### src/sv/pcq_pkg.sv
// Package for the pitch CV scale quantizer: field widths, per-voice state
// layout, register indexes, the scale tables and the snap function.
// No dependencies.
package pcq_pkg;

    localparam int VOICES    = 16;
    localparam int VOICE_AW  = $clog2(VOICES);
    localparam int VOICE_W   = 4;
    localparam int SAMPLE_W  = 16;
    localparam int NOTE_W    = 11;
    localparam int PULSE_W   = 10;
    localparam int THRESH_W  = 15;
    localparam int SCALE_W   = 4;
    localparam int PITCH_W   = 12;
    localparam int TR_W      = 8;
    localparam int CFG_AW    = 2;
    localparam int CFG_DW    = 15;
    localparam int IN_DW     = 56;
    localparam int OUT_DW    = 24;
    localparam int NUM_SCALES = 11;

    // 1200 + floor(pitch / 256) always lands in 1072..1327
    localparam logic [NOTE_W-1:0] RAW_BASE    = NOTE_W'(1072);
    localparam logic [NOTE_W-1:0] NOTE_OFFSET = NOTE_W'(1200);
    // floor(n * RECIP_12 / 2^15) == floor(n / 12) for every 11-bit n
    localparam logic [11:0] RECIP_12 = 12'd2731;
    localparam int RECIP_SH = 15;

    localparam logic [THRESH_W-1:0] THRESH_RST = THRESH_W'(2048);
    localparam logic [PULSE_W-1:0]  PULSE_RST  = PULSE_W'(512);

    typedef enum logic [CFG_AW-1:0] {
        CFG_SCALE  = 2'd0,
        CFG_MODE   = 2'd1,
        CFG_THRESH = 2'd2,
        CFG_PULSE  = 2'd3
    } t_cfg_idx;

    typedef struct packed {
        logic [NOTE_W-1:0]  held;
        logic [PULSE_W-1:0] count;
        logic               armed;
    } t_vstate;

    localparam int STATE_W = $bits(t_vstate);

    localparam logic [3:0] SCALE_TAB [NUM_SCALES][12] = '{
        '{4'd0, 4'd1, 4'd2, 4'd3, 4'd4, 4'd5, 4'd6, 4'd7, 4'd8, 4'd9, 4'd10, 4'd11},
        '{4'd0, 4'd0, 4'd2, 4'd2, 4'd4, 4'd4, 4'd6, 4'd6, 4'd8, 4'd8, 4'd10, 4'd10},
        '{4'd0, 4'd0, 4'd2, 4'd2, 4'd4, 4'd5, 4'd5, 4'd7, 4'd7, 4'd9, 4'd9, 4'd11},
        '{4'd0, 4'd0, 4'd2, 4'd3, 4'd3, 4'd5, 4'd5, 4'd7, 4'd8, 4'd8, 4'd10, 4'd10},
        '{4'd0, 4'd0, 4'd0, 4'd0, 4'd4, 4'd4, 4'd4, 4'd7, 4'd7, 4'd7, 4'd7, 4'd7},
        '{4'd0, 4'd0, 4'd0, 4'd3, 4'd3, 4'd3, 4'd3, 4'd7, 4'd7, 4'd7, 4'd7, 4'd7},
        '{4'd0, 4'd0, 4'd0, 4'd0, 4'd4, 4'd4, 4'd4, 4'd7, 4'd7, 4'd7, 4'd7, 4'd11},
        '{4'd0, 4'd0, 4'd0, 4'd3, 4'd3, 4'd3, 4'd3, 4'd7, 4'd7, 4'd7, 4'd10, 4'd10},
        '{4'd0, 4'd0, 4'd0, 4'd0, 4'd4, 4'd4, 4'd4, 4'd7, 4'd7, 4'd9, 4'd9, 4'd9},
        '{4'd0, 4'd0, 4'd0, 4'd3, 4'd3, 4'd3, 4'd3, 4'd7, 4'd7, 4'd9, 4'd9, 4'd9},
        '{4'd0, 4'd0, 4'd2, 4'd2, 4'd2, 4'd5, 4'd5, 4'd7, 4'd7, 4'd9, 4'd9, 4'd9}
    };

    // Snap a semitone number within its octave; unused selectors act chromatic.
    function automatic logic [NOTE_W-1:0] snap_note(input logic [NOTE_W-1:0] n,
                                                    input logic [SCALE_W-1:0] sel);
        logic [NOTE_W+11:0] prod;
        logic [7:0]         oct;
        logic [NOTE_W-1:0]  base;
        logic [3:0]         rem;
        logic [3:0]         off;
        prod = {12'd0, n} * {11'd0, RECIP_12};
        oct  = 8'(prod >> RECIP_SH);
        base = NOTE_W'({3'd0, oct} * NOTE_W'(12));
        rem  = 4'(n - base);
        if (sel < SCALE_W'(NUM_SCALES)) begin
            off = SCALE_TAB[sel][rem];
        end else begin
            off = SCALE_TAB[0][rem];
        end
        return base + NOTE_W'(off);
    endfunction

endpackage

### src/sv/pcq_ram.sv
// Generic single-port-write, single-port-read RAM with a registered read.
// No dependencies.
module pcq_ram #(
    parameter int WIDTH = 8,
    parameter int DEPTH = 16
) (
    input  logic                     i_clk,
    input  logic                     i_we,
    input  logic [$clog2(DEPTH)-1:0] i_waddr,
    input  logic [WIDTH-1:0]         i_wdata,
    input  logic                     i_re,
    input  logic [$clog2(DEPTH)-1:0] i_raddr,
    output logic [WIDTH-1:0]         o_rdata
);

    logic [WIDTH-1:0] r_mem [DEPTH];
    logic [WIDTH-1:0] r_rdata;

    always_ff @(posedge i_clk) begin
        if (i_we) begin
            r_mem[i_waddr] <= i_wdata;
        end
        if (i_re) begin
            r_rdata <= r_mem[i_raddr];
        end
    end

    assign o_rdata = r_rdata;

endmodule

### src/sv/pitch_cv_scale_quantizer.sv
// Pitch CV scale quantizer top level: per-voice state in pcq_ram, read at
// accept, updated and written back when its update commits. Depends on pcq_pkg, pcq_ram.
//
//   channel  | direction | handshake                      | payload
//   ---------+-----------+--------------------------------+---------------------------
//   s_axis   | in        | s_axis_tvalid / s_axis_tready  | voice, pitch, level, transpose
//   m_axis   | out       | m_axis_tvalid / m_axis_tready  | voice, pitch (semitones), gate
//   cfg      | in        | i_cfg_valid / o_cfg_ready      | register index, data
//
// One item per clock sustained while the output does not stall; an item is registered in
// the update stage at accept, with the state RAM read, and in the output register at commit.
// Back-to-back items of the same voice take the just-written state from a forward register.
// Reset clears the per-voice valid bits, so all state reads as zero; no clearing pass.
// A stalled output holds the update stage; input is taken again as soon as it drains.
module pitch_cv_scale_quantizer (
    input  logic                           i_clk,
    input  logic                           i_rst_n,
    input  logic                           s_axis_tvalid,
    output logic                           s_axis_tready,
    // [3:0] voice, [19:4] pitch_in, [35:20] trig_level, [51:36] transpose_in, [55:52] zero
    input  logic [pcq_pkg::IN_DW-1:0]      s_axis_tdata,
    output logic                           m_axis_tvalid,
    input  logic                           m_axis_tready,
    // [3:0] voice_out, [15:4] pitch_out, [16] gate_out, [23:17] zero
    output logic [pcq_pkg::OUT_DW-1:0]     m_axis_tdata,
    input  logic                           i_cfg_valid,
    output logic                           o_cfg_ready,
    input  logic [pcq_pkg::CFG_AW-1:0]     i_cfg_index,
    input  logic [pcq_pkg::CFG_DW-1:0]     i_cfg_data
);

    import pcq_pkg::*;

    // configuration
    logic [SCALE_W-1:0]  r_scale;
    logic                r_mode;
    logic [THRESH_W-1:0] r_thresh;
    logic [PULSE_W-1:0]  r_pulse_len;

    // input field decode
    logic [VOICE_W-1:0]         in_voice;
    logic signed [SAMPLE_W-1:0] in_pitch;
    logic signed [SAMPLE_W-1:0] in_level;
    logic signed [SAMPLE_W-1:0] in_transpose;
    logic [VOICE_AW-1:0]        in_slot;
    logic [NOTE_W-1:0]          in_raw;
    logic [NOTE_W-1:0]          in_qraw;
    logic signed [TR_W-1:0]     in_tr;
    logic                       in_gt;
    logic                       in_lt;
    logic                       in_accept;

    // update stage
    logic                       r_s1_vld;
    logic [VOICE_W-1:0]         r_s1_voice;
    logic [VOICE_AW-1:0]        r_s1_slot;
    logic [NOTE_W-1:0]          r_s1_raw;
    logic [NOTE_W-1:0]          r_s1_qraw;
    logic signed [TR_W-1:0]     r_s1_tr;
    logic                       r_s1_gt;
    logic                       r_s1_lt;
    logic                       r_s1_init;
    logic                       r_fwd_hit;
    t_vstate                    r_fwd_state;
    logic [VOICES-1:0]          r_init;

    logic [STATE_W-1:0]         ram_rdata;
    t_vstate                    old_state;
    t_vstate                    n_state;
    logic [NOTE_W-1:0]          held_snap;
    logic                       trig_rise;
    logic                       s1_gate;
    logic [NOTE_W-1:0]          s1_note;
    logic signed [PITCH_W:0]    s1_sum;
    logic                       s1_commit;

    // output register
    logic                       r_out_vld;
    logic [VOICE_W-1:0]         r_out_voice;
    logic [PITCH_W-1:0]         r_out_pitch;
    logic                       r_out_gate;

    assign in_voice     = s_axis_tdata[3:0];
    assign in_pitch     = s_axis_tdata[19:4];
    assign in_level     = s_axis_tdata[35:20];
    assign in_transpose = s_axis_tdata[51:36];
    assign in_slot      = VOICE_AW'(in_voice);

    // floor(pitch / 256) + 1200 from the offset-binary high byte
    assign in_raw  = RAW_BASE + NOTE_W'({~in_pitch[15], in_pitch[14:8]});
    assign in_qraw = snap_note(in_raw, r_scale);

    // truncate toward zero: floor, then bump up negatives with a remainder
    always_comb begin
        in_tr = in_transpose[15:8];
        if (in_transpose[15] && (in_transpose[7:0] != 8'd0)) begin
            in_tr = in_transpose[15:8] + TR_W'(1);
        end
    end

    assign in_gt = $signed({in_level[15], in_level}) > $signed({2'b00, r_thresh});
    assign in_lt = $signed({in_level[15], in_level}) < $signed({2'b00, r_thresh});

    assign s1_commit     = r_s1_vld && (!r_out_vld || m_axis_tready);
    assign s_axis_tready = !r_s1_vld || s1_commit;
    assign in_accept     = s_axis_tvalid && s_axis_tready;
    assign o_cfg_ready   = 1'b1;

    pcq_ram #(
        .WIDTH (STATE_W),
        .DEPTH (VOICES)
    ) u_state_ram (
        .i_clk   (i_clk),
        .i_we    (s1_commit),
        .i_waddr (r_s1_slot),
        .i_wdata (n_state),
        .i_re    (in_accept),
        .i_raddr (in_slot),
        .o_rdata (ram_rdata)
    );

    // forward over the RAM when the previous item wrote this voice at our read
    always_comb begin
        if (r_fwd_hit) begin
            old_state = r_fwd_state;
        end else if (r_s1_init) begin
            old_state = t_vstate'(ram_rdata);
        end else begin
            old_state = '0;
        end
    end

    assign held_snap = snap_note(old_state.held, r_scale);
    assign trig_rise = r_mode && !old_state.armed && r_s1_gt;

    always_comb begin
        n_state = old_state;
        s1_gate = 1'b0;
        s1_note = r_s1_qraw;
        if (!r_mode) begin
            if (old_state.held != r_s1_qraw) begin
                n_state.held  = r_s1_qraw;
                n_state.count = r_pulse_len;
                s1_gate       = 1'b1;
            end else if (old_state.count != '0) begin
                n_state.count = old_state.count - PULSE_W'(1);
                s1_gate       = 1'b1;
            end
        end else begin
            if (trig_rise) begin
                n_state.armed = 1'b1;
                n_state.held  = r_s1_raw;
                n_state.count = r_pulse_len;
            end else if (old_state.armed && r_s1_lt) begin
                n_state.armed = 1'b0;
            end
            if (n_state.count != '0) begin
                n_state.count = n_state.count - PULSE_W'(1);
                s1_gate       = 1'b1;
            end
            s1_note = trig_rise ? r_s1_qraw : held_snap;
        end
    end

    assign s1_sum = $signed({2'b00, s1_note}) - $signed({2'b00, NOTE_OFFSET})
                  + (PITCH_W+1)'(r_s1_tr);

    // control state
    always_ff @(posedge i_clk) begin
        if (!i_rst_n) begin
            r_scale     <= '0;
            r_mode      <= 1'b0;
            r_thresh    <= THRESH_RST;
            r_pulse_len <= PULSE_RST;
            r_s1_vld    <= 1'b0;
            r_out_vld   <= 1'b0;
            r_init      <= '0;
            r_fwd_hit   <= 1'b0;
        end else begin
            if (i_cfg_valid && o_cfg_ready) begin
                unique case (t_cfg_idx'(i_cfg_index))
                    CFG_SCALE:  r_scale     <= SCALE_W'(i_cfg_data);
                    CFG_MODE:   r_mode      <= i_cfg_data[0];
                    CFG_THRESH: r_thresh    <= THRESH_W'(i_cfg_data);
                    CFG_PULSE:  r_pulse_len <= PULSE_W'(i_cfg_data);
                endcase
            end
            if (in_accept) begin
                r_s1_vld  <= 1'b1;
                r_fwd_hit <= s1_commit && (in_slot == r_s1_slot);
            end else if (s1_commit) begin
                r_s1_vld  <= 1'b0;
            end
            if (s1_commit) begin
                r_init[r_s1_slot] <= 1'b1;
                r_out_vld         <= 1'b1;
            end else if (m_axis_tready) begin
                r_out_vld <= 1'b0;
            end
        end
    end

    // payload
    always_ff @(posedge i_clk) begin
        if (in_accept) begin
            r_s1_voice  <= in_voice;
            r_s1_slot   <= in_slot;
            r_s1_raw    <= in_raw;
            r_s1_qraw   <= in_qraw;
            r_s1_tr     <= in_tr;
            r_s1_gt     <= in_gt;
            r_s1_lt     <= in_lt;
            r_s1_init   <= r_init[in_slot];
            r_fwd_state <= n_state;
        end
        if (s1_commit) begin
            r_out_voice <= r_s1_voice;
            r_out_pitch <= s1_sum[PITCH_W-1:0];
            r_out_gate  <= s1_gate;
        end
    end

    assign m_axis_tvalid = r_out_vld;
    assign m_axis_tdata  = {7'd0, r_out_gate, r_out_pitch, r_out_voice};

endmodule

### config.mk
export PLATFORM = sky130hd
export DESIGN_NAME = pitch_cv_scale_quantizer
export DESIGN_NICKNAME = d
export VERILOG_FILES = /design/src/sv/pcq_pkg.sv /design/src/sv/pcq_ram.sv /design/src/sv/pitch_cv_scale_quantizer.sv
export SDC_FILE = /design/constraint.sdc
export NUM_CORES = 1
export LEC_CHECK = 0
export BUFFER_PORTS_ARGS = -buffer_cell sky130_fd_sc_hd__buf_2
export CORE_UTILIZATION = 60
export DETAILED_ROUTE_END_ITERATION = 10
export GPL_TIMING_DRIVEN = 0
export PLACE_DENSITY = 0.78
export SYNTH_ARGS = -nofsm -noshare
export SYNTH_HDL_FRONTEND = slang
export SYNTH_SLANG_ARGS = --single-unit
### constraint.sdc
create_clock -name i_clk -period 12.4 [get_ports i_clk]
set_input_delay 0.62 -clock i_clk [delete_from_list [all_inputs] [get_ports i_clk]]
set_output_delay 0.62 -clock i_clk [all_outputs]
set_load 0.01 [all_outputs]
==> reports/metrics.cfg <==
[setup_path]
worstPathRequired_ns = 12.73
critical_path.startpoint_type = flop
max_stage_delay_ns = 0.56
cp_slowest_cell = fa_1
cp-end-kind = flop
path_max_fanout = 10
cpMostUsedCell = ha_1
worst-endpoint-arrival_ns = 11.43
reg2reg_depth = 39
critPathKind = flop to flop

[route]
drt-vias-per-instance = 6.22
vias = 16300
avgRoutedWirePerCell_um = 24.2
first_pass_iters = 7
wl_um = 63500
ant_nets = 0
drc_errors = 0
drt_first_iter_violations = 1468

[power_and_ir_drop]
power.density_nw_per_um2 = 205
p_leak_nw = 11.2
p_int_w = 0.00389
pwr-share-clk_pct = 24.0
switchingPower_w = 0.00208
pwr-share-comb_pct = 39.7
seqPwrFrac_pct = 36.3
ir_drop_uv = 249
netSwitchingFraction_pct = 34.9
report.power.total_w = 0.00598

[final_layout]
n_fill_cell = 2879
syn_to_final_growth_pct = 11.5
finalNetCount = 2338
layout-drive-gt1-share_pct = 16.8
num_antenna_cells = 0

[floorplan]
dieWidth_um = 211
die-area_um2 = 44500
core-area_um2 = 43100
row_count = 76
num_io_pins = 105
die_y_um = 211
start_util_pct = 60.9

[run_status]
violations = max-capacitance violations, max-slew violations
outcome = complete, but fails checks

[sta]
min_period_ns = 11.10
worstMarginPinSlew_ns = 1.54
skew_ns = 0.0381
hold_viol = 0
fin_setup_tns_ns = 0
fin_crit_sh_pct = 89.5
grt_setup_unrepaired = no
hold_ws_ns = 0.280
fmaxAchievable_mhz = 90.1
relSlewSlack_pct = -2.48
finalSetupViolations = 0
maxSlewViolCount = 18

[placed_design]
place_hpwl_um = 43000
io_buffers = 83
globalplace.congestion = 0.933

[clock_network]
cts_buffers = 48
postCtsHoldBufs = 0
clk_pin_slew_ns = 0.07
clk_latency_ns = 0.61
cts_tree = built
clockBufferDepth = 3
cts_setup_buffers = 0
htree_levels = 2
cts_resized = 0
cts-root-buf = clkbuf_16
cts.sinks = 497

[min_path]
hold_depth = 3
hold_class = input pin to flop

[yosys]
synth_area_leader_cell = edfxtp_1
synthTopCellsByArea = edfxtp_1 (51%), mux4_2 (9.9%), ha_1 (9.4%)
yosysSeqAreaShare_pct = 55.1
synth_seq_cells = 497
synth_top_area_share_pct = 51.3
synth_cells = 1846
synth_cell_type_count = 73
syn_area_um2 = 26200
synth_edf_count = 448
syn_area_per_cell_um2 = 14.2
ys.flop_type = edfxtp_1
synthTopCellsByCount = edfxtp_1 (448), ha_1 (196), inv_1 (164)
synth.most_common_cell = edfxtp_1
synthArstFlopShare_pct = 0
yosysWarnings = 0

[global_route]
grtUsageTotal_pct = 29.5
grt_first_pass_wirelength_um = 97400
grt_overflow_total = 0
grt_pass1_vias = 17000
grt_max_degree = 75
antenna_found_initial = 0

[run]
max_cap_viol_count = 1

## metrics by stage
| step | cells | setup WS (ns) | area [um^2] | util (%) |
|---|---|---|---|---|
| detailed placement | 2535 | 1.43 | 27700 | 64.2 |
| CTS | 2624 | 1.32 | 29200 | 67.8 |
| global route | 2626 | 0.884 | 29200 | 67.8 |
| global placement | 2521 | 1.57 | 27400 | 63.6 |
| finish | 2626 | 1.30 | 29200 | 67.8 |
| floorplan | 1853 | 3.06 | 26200 | - |
## worst paths after layout
| check | from | to | slack [ns] |
|---|---|---|---|
| worst max register to register | r_s1_init | r_out_pitch[11] | 1.30 |
| worst min-delay path | i_cfg_data[11] | r_thresh[11] | 0.28 |
| worst max-delay path | r_s1_init | r_out_pitch[11] | 1.30 |
| worst min register to register | r_s1_slot[2] | r_out_voice[2] | 0.46 |
## cells by family after synthesis
| group | share of synthesized area, % |
|---|---|
| AND/OR/NAND/NOR | 5.89 |
| XOR/XNOR | 2.99 |
| buffers and inverters | 3.59 |
| other | 0.0286 |
| flip-flops | 55.1 |
| multiplexers | 11.2 |
| AO/OA/AOI/OAI | 7.12 |
| adder cells (fa/ha/maj) | 14.1 |
## power by group through the flow
stage / registers [W] / logic (W) / clock network, W
3_3_place_gp: 0.00220 / 0.00221 / 0
4_1_cts: 0.00217 / 0.00237 / 0.00145
6_report: 0.00217 / 0.00237 / 0.00143
3_5_place_dp: 0.00220 / 0.00233 / 0
5_1_grt: 0.00217 / 0.00268 / 0.00151
2_1_floorplan: 0.00218 / 0.00179 / 0
## area by class of cell
cell class	count	area [um^2]	area share, %
flip-flops and latches	497	14400	49.4
clock buffers	69	1340	4.59
clock inverters	20	194	0.664
repair buffers	99	582	1.99
multi-input cells	1116	11000	37.6
well taps	585	732	2.50
plain buffers	74	318	1.09
inverters	166	626	2.14
## layout by cell type (no fill, tap or decap), types with 25 or more instances in the layout
| master | netlist | layout |
|---|---|---|
| a21boi_0 | 26 | 26 |
| a21oi_1 | 73 | 72 |
| buf_2 | 2 | 85 |
| clkbuf_1 | 45 | 61 |
| clkbuf_16 | 0 | 49 |
| dfxtp_1 | 49 | 49 |
| edfxtp_1 | 448 | 448 |
| fa_1 | 62 | 62 |
| ha_1 | 196 | 196 |
| inv_1 | 164 | 163 |
| mux4_2 | 115 | 115 |
| nand2_1 | 123 | 123 |
| nor2_1 | 87 | 75 |
| o21a_1 | 25 | 25 |
| o21ai_0 | 44 | 37 |
| xnor2_1 | 55 | 55 |
| xor2_1 | 30 | 30 |
## worst max-delay path, delay by kind of cell, from the launching register on
| family | cells | cell delay (ns) |
|---|---|---|
| multiplexers | 1 | 0.29 |
| adder cells (fa/ha/maj) | 11 | 4.18 |
| AO/OA/AOI/OAI | 12 | 2.24 |
| XOR/XNOR | 4 | 1.07 |
| flip-flops | 1 | 0.43 |
| buffers and inverters | 6 | 1.37 |
| AND/OR/NAND/NOR | 5 | 1.25 |
## sequential cells by signal (all words and copies together), names as in the netlist
register,cells
r_s1_vld,1
r_thresh,15
u_state_ram.r_mem,352
r_out_voice,4
r_s1_gt,1
r_s1_tr,8
u_state_ram.o_rdata,22
r_fwd_hit,1
r_init,16
r_s1_init,1
r_mode,1
r_scale,4
r_s1_raw,9
m_axis_tvalid,1
r_fwd_state,22
r_s1_qraw,11
r_s1_lt,1
r_pulse_len,10
r_s1_slot,4
r_out_gate,1
r_out_pitch,12
## routing by layer
layer	global-route usage, %	wire length, um	vias to the layer above
met4	11.7	2040	0
met3	5.20	5180	153
li1	-	-	7221
met5	0	0	-
met1	38.4	24800	8146
met2	49.6	31600	811
Power figures use the tool's default switching activity.
